`src/rtl/core/json_string_unescape_macros.svh`:
```
// ----------------------------------------------------------------------------
// json_string_unescape_macros.svh
// Assertion macros for the string unescape block; empty bodies for synthesis.
// ----------------------------------------------------------------------------
`ifndef JSON_STRING_UNESCAPE_MACROS_SVH
`define JSON_STRING_UNESCAPE_MACROS_SVH

`ifndef SYNTHESIS

// Check that a condition implies another in the same cycle
`define JSU_ASSERT_SAME(label, clk_s, rst_s, ante, cons) \
  label: assert property (@(posedge clk_s) disable iff (rst_s) (ante) |-> (cons)) \
    else $error("json_string_unescape: same-cycle check failed");

// Check that a condition implies another in the next cycle
`define JSU_ASSERT_NEXT(label, clk_s, rst_s, ante, cons) \
  label: assert property (@(posedge clk_s) disable iff (rst_s) (ante) |=> (cons)) \
    else $error("json_string_unescape: next-cycle check failed");

`else

`define JSU_ASSERT_SAME(label, clk_s, rst_s, ante, cons)
`define JSU_ASSERT_NEXT(label, clk_s, rst_s, ante, cons)

`endif

`endif

```
`src/rtl/core/jsu_pkg.sv`:
```
// ----------------------------------------------------------------------------
// jsu_pkg
// Shared types and constants of the JSON string unescape block.
// ----------------------------------------------------------------------------
`default_nettype none

package jsu_pkg;

  // Result status codes
  typedef logic [1:0] status_t;
  localparam status_t STATUS_OK      = 2'd0;
  localparam status_t STATUS_BSL_END = 2'd1;
  localparam status_t STATUS_UNI_TRC = 2'd2;

  // Characters of interest
  localparam logic [7:0] CH_BSL = 8'h5C;
  localparam logic [7:0] CH_B   = 8'h62;
  localparam logic [7:0] CH_F   = 8'h66;
  localparam logic [7:0] CH_N   = 8'h6E;
  localparam logic [7:0] CH_R   = 8'h72;
  localparam logic [7:0] CH_T   = 8'h74;
  localparam logic [7:0] CH_X   = 8'h78;
  localparam logic [7:0] CH_U   = 8'h75;

  // Control codes for the short escapes
  localparam logic [7:0] CC_BS  = 8'h08;
  localparam logic [7:0] CC_FF  = 8'h0C;
  localparam logic [7:0] CC_LF  = 8'h0A;
  localparam logic [7:0] CC_CR  = 8'h0D;
  localparam logic [7:0] CC_TAB = 8'h09;

  // One decoded result from the step logic
  typedef struct packed {
    logic       emit;
    logic [7:0] data;
    status_t    status;
    logic       last;
  } result_t;

endpackage

`default_nettype wire

```
`src/rtl/core/jsu_step.sv`:
```
// ----------------------------------------------------------------------------
// jsu_step
// Escape state machine: holds the escape mode and hex accumulator and
// works out the result of the byte offered in this cycle.
// ----------------------------------------------------------------------------
`default_nettype none

module jsu_step import jsu_pkg::*; (
  input  wire logic       clk,
  input  wire logic       rst,
  input  wire logic       take,
  input  wire logic [7:0] in_byte,
  input  wire logic       in_last,
  output result_t         res
);

  typedef enum logic [2:0] {
    MODE_NORMAL = 3'd0,
    MODE_ESC    = 3'd1,
    MODE_X1     = 3'd2,
    MODE_X2     = 3'd3,
    MODE_U1     = 3'd4,
    MODE_U2     = 3'd5,
    MODE_U3     = 3'd6,
    MODE_U4     = 3'd7
  } mode_t;

  mode_t      mode, mode_next;
  logic [7:0] accum, accum_next;
  logic       stopped, stopped_next;

  logic       is_hex;
  logic [3:0] hex_val;
  logic [7:0] tk_accum;
  logic       tk_stopped;
  logic [7:0] esc_char;

  // Decode one hex digit
  always_comb begin
    is_hex  = 1'b1;
    hex_val = 4'd0;
    if (in_byte inside {[8'h30:8'h39]}) begin
      hex_val = in_byte[3:0];
    end else if (in_byte inside {[8'h61:8'h66], [8'h41:8'h46]}) begin
      hex_val = in_byte[3:0] + 4'd9;
    end else begin
      is_hex = 1'b0;
    end
  end

  // Fold the digit into the accumulator unless decoding has stopped
  always_comb begin
    tk_accum   = accum;
    tk_stopped = stopped;
    if (!stopped) begin
      if (is_hex) begin
        tk_accum = {accum[3:0], hex_val};
      end else begin
        tk_stopped = 1'b1;
      end
    end
  end

  // Map the single-letter escapes
  always_comb begin
    case (in_byte)
      CH_B:    esc_char = CC_BS;
      CH_F:    esc_char = CC_FF;
      CH_N:    esc_char = CC_LF;
      CH_R:    esc_char = CC_CR;
      CH_T:    esc_char = CC_TAB;
      default: esc_char = in_byte;
    endcase
  end

  // Next state and result
  always_comb begin
    mode_next    = mode;
    accum_next   = accum;
    stopped_next = stopped;
    res.emit     = 1'b0;
    res.data     = 8'd0;
    res.status   = STATUS_OK;
    res.last     = in_last;

    case (mode)
      MODE_NORMAL: begin
        if (in_byte == CH_BSL) begin
          if (in_last) begin
            res.emit   = 1'b1;
            res.status = STATUS_BSL_END;
          end else begin
            mode_next = MODE_ESC;
          end
        end else begin
          res.emit = 1'b1;
          res.data = in_byte;
        end
      end
      MODE_ESC: begin
        if (in_byte == CH_X || in_byte == CH_U) begin
          accum_next   = 8'd0;
          stopped_next = 1'b0;
          if (in_last) begin
            res.emit   = 1'b1;
            res.status = (in_byte == CH_X) ? STATUS_OK : STATUS_UNI_TRC;
          end else begin
            mode_next = (in_byte == CH_X) ? MODE_X1 : MODE_U1;
          end
        end else begin
          res.emit  = 1'b1;
          res.data  = esc_char;
          mode_next = MODE_NORMAL;
        end
      end
      MODE_X1, MODE_U3: begin
        accum_next   = tk_accum;
        stopped_next = tk_stopped;
        if (in_last) begin
          res.emit = 1'b1;
          res.data = tk_accum;
        end else begin
          mode_next = (mode == MODE_X1) ? MODE_X2 : MODE_U4;
        end
      end
      MODE_X2, MODE_U4: begin
        accum_next   = tk_accum;
        stopped_next = tk_stopped;
        res.emit     = 1'b1;
        res.data     = tk_accum;
        mode_next    = MODE_NORMAL;
      end
      MODE_U1: begin
        if (in_last) begin
          res.emit   = 1'b1;
          res.status = STATUS_UNI_TRC;
        end else begin
          mode_next = MODE_U2;
        end
      end
      MODE_U2: begin
        if (in_last) begin
          res.emit = 1'b1;
        end else begin
          mode_next = MODE_U3;
        end
      end
      default: begin
        mode_next = MODE_NORMAL;
      end
    endcase

    // End of string: start the next one clean
    if (in_last) begin
      mode_next    = MODE_NORMAL;
      accum_next   = 8'd0;
      stopped_next = 1'b0;
    end
  end

  // Hold state; advance on each accepted transfer
  always_ff @(posedge clk) begin
    if (rst) begin
      mode    <= MODE_NORMAL;
      accum   <= 8'd0;
      stopped <= 1'b0;
    end else if (take) begin
      mode    <= mode_next;
      accum   <= accum_next;
      stopped <= stopped_next;
    end
  end

endmodule

`default_nettype wire

```
`src/rtl/core/json_string_unescape.sv`:
```
// ----------------------------------------------------------------------------
// json_string_unescape
// Streaming decoder for the escapes in the body of a quoted JSON string.
// ----------------------------------------------------------------------------
// Usage:
//   Input channel (in_valid / in_stall) carries one raw byte per transfer with
//   in_last set on the final byte of a string. Output channel (out_valid /
//   out_stall) carries at most one decoded byte per input byte, with a status
//   code and out_last copied from the byte that caused it.
//   A result is registered in the output register and appears there in the cycle
//   after the transfer of the byte that completes it. Throughput: one byte per cycle
//   while out_stall is low, set by the single escape state update per byte.
//   Bytes inside an escape (the backslash, the x or u, hex digits) produce no
//   result until the escape ends; a final byte always produces one.
//   When the receiver stalls, the output register holds its result and
//   in_stall rises, so no further byte is taken until the result is moved.
//   Reset clears the escape state and empties the output register.
// ----------------------------------------------------------------------------
`default_nettype none

`include "json_string_unescape_macros.svh"

module json_string_unescape import jsu_pkg::*; (
  input  wire logic       clk,
  input  wire logic       rst,
  input  wire logic       in_valid,
  output logic            in_stall,
  input  wire logic [7:0] in_byte,
  input  wire logic       in_last,
  output logic            out_valid,
  input  wire logic       out_stall,
  output logic [7:0]      out_byte,
  output status_t         out_status,
  output logic            out_last
);

  logic    take;
  result_t res;

  // Stall the input only while a result waits and cannot leave
  assign in_stall = out_valid & out_stall;
  assign take     = in_valid & ~in_stall;

  jsu_step u_step (
    .clk     (clk),
    .rst     (rst),
    .take    (take),
    .in_byte (in_byte),
    .in_last (in_last),
    .res     (res)
  );

  // Output register: load a new result, drop one that has been moved
  always_ff @(posedge clk) begin
    if (rst) begin
      out_valid <= 1'b0;
    end else if (take && res.emit) begin
      out_valid <= 1'b1;
    end else if (!out_stall) begin
      out_valid <= 1'b0;
    end
  end

  always_ff @(posedge clk) begin
    if (take && res.emit) begin
      out_byte   <= res.data;
      out_status <= res.status;
      out_last   <= res.last;
    end
  end

  // Error results carry a zero byte and always end the string
  `JSU_ASSERT_SAME(a_err_zero, clk, rst, out_valid && out_status != STATUS_OK, out_byte == 8'd0)
  `JSU_ASSERT_SAME(a_err_last, clk, rst, out_valid && out_status != STATUS_OK, out_last)
  // Only the three defined codes leave the block
  `JSU_ASSERT_SAME(a_status_ok, clk, rst, out_valid,
                   out_status == STATUS_OK || out_status == STATUS_BSL_END ||
                   out_status == STATUS_UNI_TRC)
  // A stalled result is not overwritten
  `JSU_ASSERT_NEXT(a_hold, clk, rst, out_valid && out_stall, out_valid && $stable(out_byte))

endmodule

`default_nettype wire

```
`config.mk`:
```
export PLATFORM = sky130hd
export DESIGN_NAME = json_string_unescape
export DESIGN_NICKNAME = d
export VERILOG_FILES = /design/src/rtl/core/jsu_pkg.sv /design/src/rtl/core/jsu_step.sv /design/src/rtl/core/json_string_unescape.sv
export VERILOG_INCLUDE_DIRS = /design/src /design/src/rtl/core
export SDC_FILE = /design/constraint.sdc
export NUM_CORES = 1
export LEC_CHECK = 0
export ABC_AREA = 1
export BUFFER_PORTS_ARGS = -buffer_cell sky130_fd_sc_hd__buf_2
export CORE_MARGIN = 2
export CORE_UTILIZATION = 42
export DETAILED_ROUTE_END_ITERATION = 8
export PLACE_DENSITY_LB_ADDON = 0.3
export SETUP_SLACK_MARGIN = 0.05
export SYNTH_ARGS = -nofsm -noshare
export SYNTH_HDL_FRONTEND = slang
export SYNTH_SLANG_ARGS = --single-unit
```
`constraint.sdc`:
```
create_clock -name clk -period 2.45 [get_ports clk]
set_clock_uncertainty 0.05 [all_clocks]
set_input_delay 0.49 -clock clk [delete_from_list [all_inputs] [get_ports clk]]
set_output_delay 0.49 -clock clk [all_outputs]
set_load 0.02 [all_outputs]
```
==> impl_metrics.toml <==
[run_status]
status = "finished clean"

[yosys]
ys_seq_elements = 24
synth_top_area_share_pct = 20.8
synth_seq_area_share_pct = 37.1
syn_area_per_cell_um2 = 7.04
synthCells = 226
yosysTopAreaCell = "edfxtp_1"
post_synth_num_cell_types = 26
syn_area_um2 = 1590
yosys_warnings = 0
synth_nets = 244
synth.area.top_cells = "edfxtp_1 21%, nand2_1 19%, dfxtp_1 16%"

[global_route]
grt_overflow = 0
met1_usage_pct = 22.6
grt_pass1_wl_mm = 5.62
grt_antenna_before_repair = 0
met2_usage_pct = 26.9
track_usage_pct = 16.6
grt_pass1_vias = 1278
grt_start_max_net_pins = 14
top_usage_layer = "met2"
met3_usage_pct = 3.60

[layout]
final_layout_size_suffix_gt1_share_pct = 18.1
nFillCells = 358
final_util_pct = 49.6
multi_input_area_um2 = 887
diodes = 0
regArea_um2 = 591
fin_area_um2 = 1820
syn2layout_area_growth_pct = 14.2
layout.nets = 273

[sta]
finalCriticalPeriod_ns = 2.01
worstMarginPinSlew_ns = 0.486
rsz0062_at_grt = "no"
finalSetupViolCount = 0
timing.final.crit_share_pct = 81.9
final_hold_viol_count = 0
fin_tns_setup_ns = 0
drv_slew = 0
max_freq_mhz = 499
maxSlewHeadroom_pct = 67.5

[power_and_ir_drop]
finalPower_w = 0.000837
power_switching_w = 0.000234
combPwrFrac_pct = 20.2
power.share.switching_pct = 27.9
power_frac_seq_pct = 53.2
leakage_nw = 0.859
internal_power_w = 0.000603
ir_drop_mv = 0.399
clkPwrFrac_pct = 26.6
p_per_area_nw_per_um2 = 461

[routing]
vias = 1500
wirelength_mm = 3.30
final_antenna_net_count = 0
remaining_drc_errors = 0
via_per_inst = 4.97
drt_iter0_markers = 119
firstDrtPassIters = 4
avgRoutedWirePerCell_um = 10.9

[clock_network]
clkLatencyLatePin_ns = 0.26
path_clk_slew_ns = 0.08
ctsHoldBuffers = 0
cts_max_level = 1
clkSinkCount = 24
post_cts_buffers = 0
clockBufferDepth = 2
cts_tree = "yes"
cts_buffers = 3
post_cts_resized = 0
root_buffer = "clkbuf_8"

[setup_path]
crit_required_ns = 2.32
cp-start-kind = "input port"
crit_top_cell = "inv_1"
crit_type = "in2reg"
slowest_delay_ns = 0.29
rrSetupSlack_ns = 0.71
crit_chain = "buf_2, inv_1, ha_1, inv_1, nor2_1, nand2_2, inv_1, nor2_2, nand2_2, nand3_1, nand2_1, inv_1"
worstSetupEndpointType = "flip-flop"
path_max_fanout = 11
cp.arrival_ns = 1.88
crit_path_top_delay_cell = "inv_1"

[floorplanning]
start_util_pct = 43.4
pin_count = 26
core_area_um2 = 3660
chipWidth_um = 65.5
dieHeight_um = 65.5
die_area_um2 = 4290
row_count = 22

[placement]
dp_hpwl_mm = 2.67
gp_congestion = 0.910
place_area_um2 = 1770
place.port_buffers = 25

[job]
max_cap_viol_count = 0

[hold_path]
min_path_type = "reg2reg"
## cell families after synthesis
group                      Yosys count  share of synthesized area [%]
and+or+nand+nor                    143                           43.3
buffers and inverters               30                           7.08
adders and majority gates            5                           3.93
DFF                                 24                           37.1
AOI/OAI and AO/OA                   24                           8.58
## final timing paths
kind                   startpoint         endpoint  cells past startpoint
setup / recovery       in_byte[0]      out_byte[7]                     12
setup reg to reg   u_step.mode[1]      out_byte[7]                      8
hold reg to reg   u_step.accum[6]  u_step.accum[6]                      2
hold / removal    u_step.accum[6]  u_step.accum[6]                      2
## state kept, by name (all words and copies together) (netlist names)
register        flops
out_byte            8
u_step.accum        8
u_step.mode         3
out_status          2
out_last            1
out_valid           1
u_step.stopped      1
## cells in the mapped netlist
| cell type | instances |
|---|---|
| o22ai_1 | 1 |
| o211ai_1 | 2 |
| nand3_4 | 2 |
| o21bai_1 | 1 |
| nand4_1 | 6 |
| o21ai_1 | 2 |
| nand3_2 | 1 |
| nand2_4 | 2 |
| nor2_8 | 1 |
| nand3b_1 | 2 |
| ha_1 | 5 |
| o21ai_0 | 2 |
| dfxtp_1 | 13 |
| nor3_1 | 5 |
| inv_2 | 2 |
| nand2_2 | 5 |
| edfxtp_1 | 11 |
| inv_1 | 27 |
| a211oi_2 | 1 |
| nor2_1 | 11 |
| clkbuf_1 | 1 |
| nor2_2 | 3 |
| nand2_1 | 80 |
| a21oi_1 | 15 |
| nor2_4 | 1 |
| nand3_1 | 24 |
## per-stage QoR
stage | setup WS [ns] | hold slack [ns] | cells
after detailed placement | 0.180 | 0.411 | 298
after global routing | 0.300 | 0.441 | 302
final | 0.445 | 0.420 | 302
after CTS | 0.451 | 0.421 | 302
after global placement | 0.238 | 0.407 | 298
after floorplan | 0.536 | 0.395 | 226
## worst max-delay path, delay by kind of cell
kind | cells | cell delay, ns
adders and majority gates | 1 | 0.25
buffers and inverters | 5 | 0.67
and+or+nand+nor | 6 | 0.46
## per-layer routing
| metal | up-vias | wire, µm |
|---|---|---|
| met5 | - | 0 |
| li1 | 798 | - |
| met2 | 38 | 1510 |
| met3 | 4 | 165 |
| met1 | 660 | 1580 |
| met4 | 0 | 44 |
## power groups by stage
stage / sequential [W] / clock (W) / combinational, W
after floorplan: 0.000477 / 0 / 0.0000950
after global placement: 0.000454 / 0 / 0.000169
after detailed placement: 0.000454 / 0 / 0.000169
after CTS: 0.000445 / 0.000229 / 0.000169
after global routing: 0.000446 / 0.000248 / 0.000190
final: 0.000445 / 0.000223 / 0.000169
## cells in the final DEF, fill, tap and decap left out, types with 2 or more instances in the layout
master / count
nand2_1: 80
inv_1: 27
buf_2: 25
nand3_1: 24
a21oi_1: 15
dfxtp_1: 13
nor2_1: 11
edfxtp_1: 11
nand4_1: 6
nor3_1: 5
nand2_2: 5
ha_1: 5
nor2_2: 3
clkbuf_8: 3
inv_2: 2
nand3b_1: 2
nand3_4: 2
nand2_4: 2
o21ai_1: 2
o211ai_1: 2
o21ai_0: 2
## final cells by class
type                       instances  share of cell area [%]
clock buffer                       3                    2.27
clock inverter                     1                   0.207
tap                               48                    3.31
multi-input combinational        172                    48.8
timing repair buffer              25                    6.89
inverter                          29                    5.99
sequential                        24                    32.5
No activity file was read; power rests on OpenSTA's default activity.
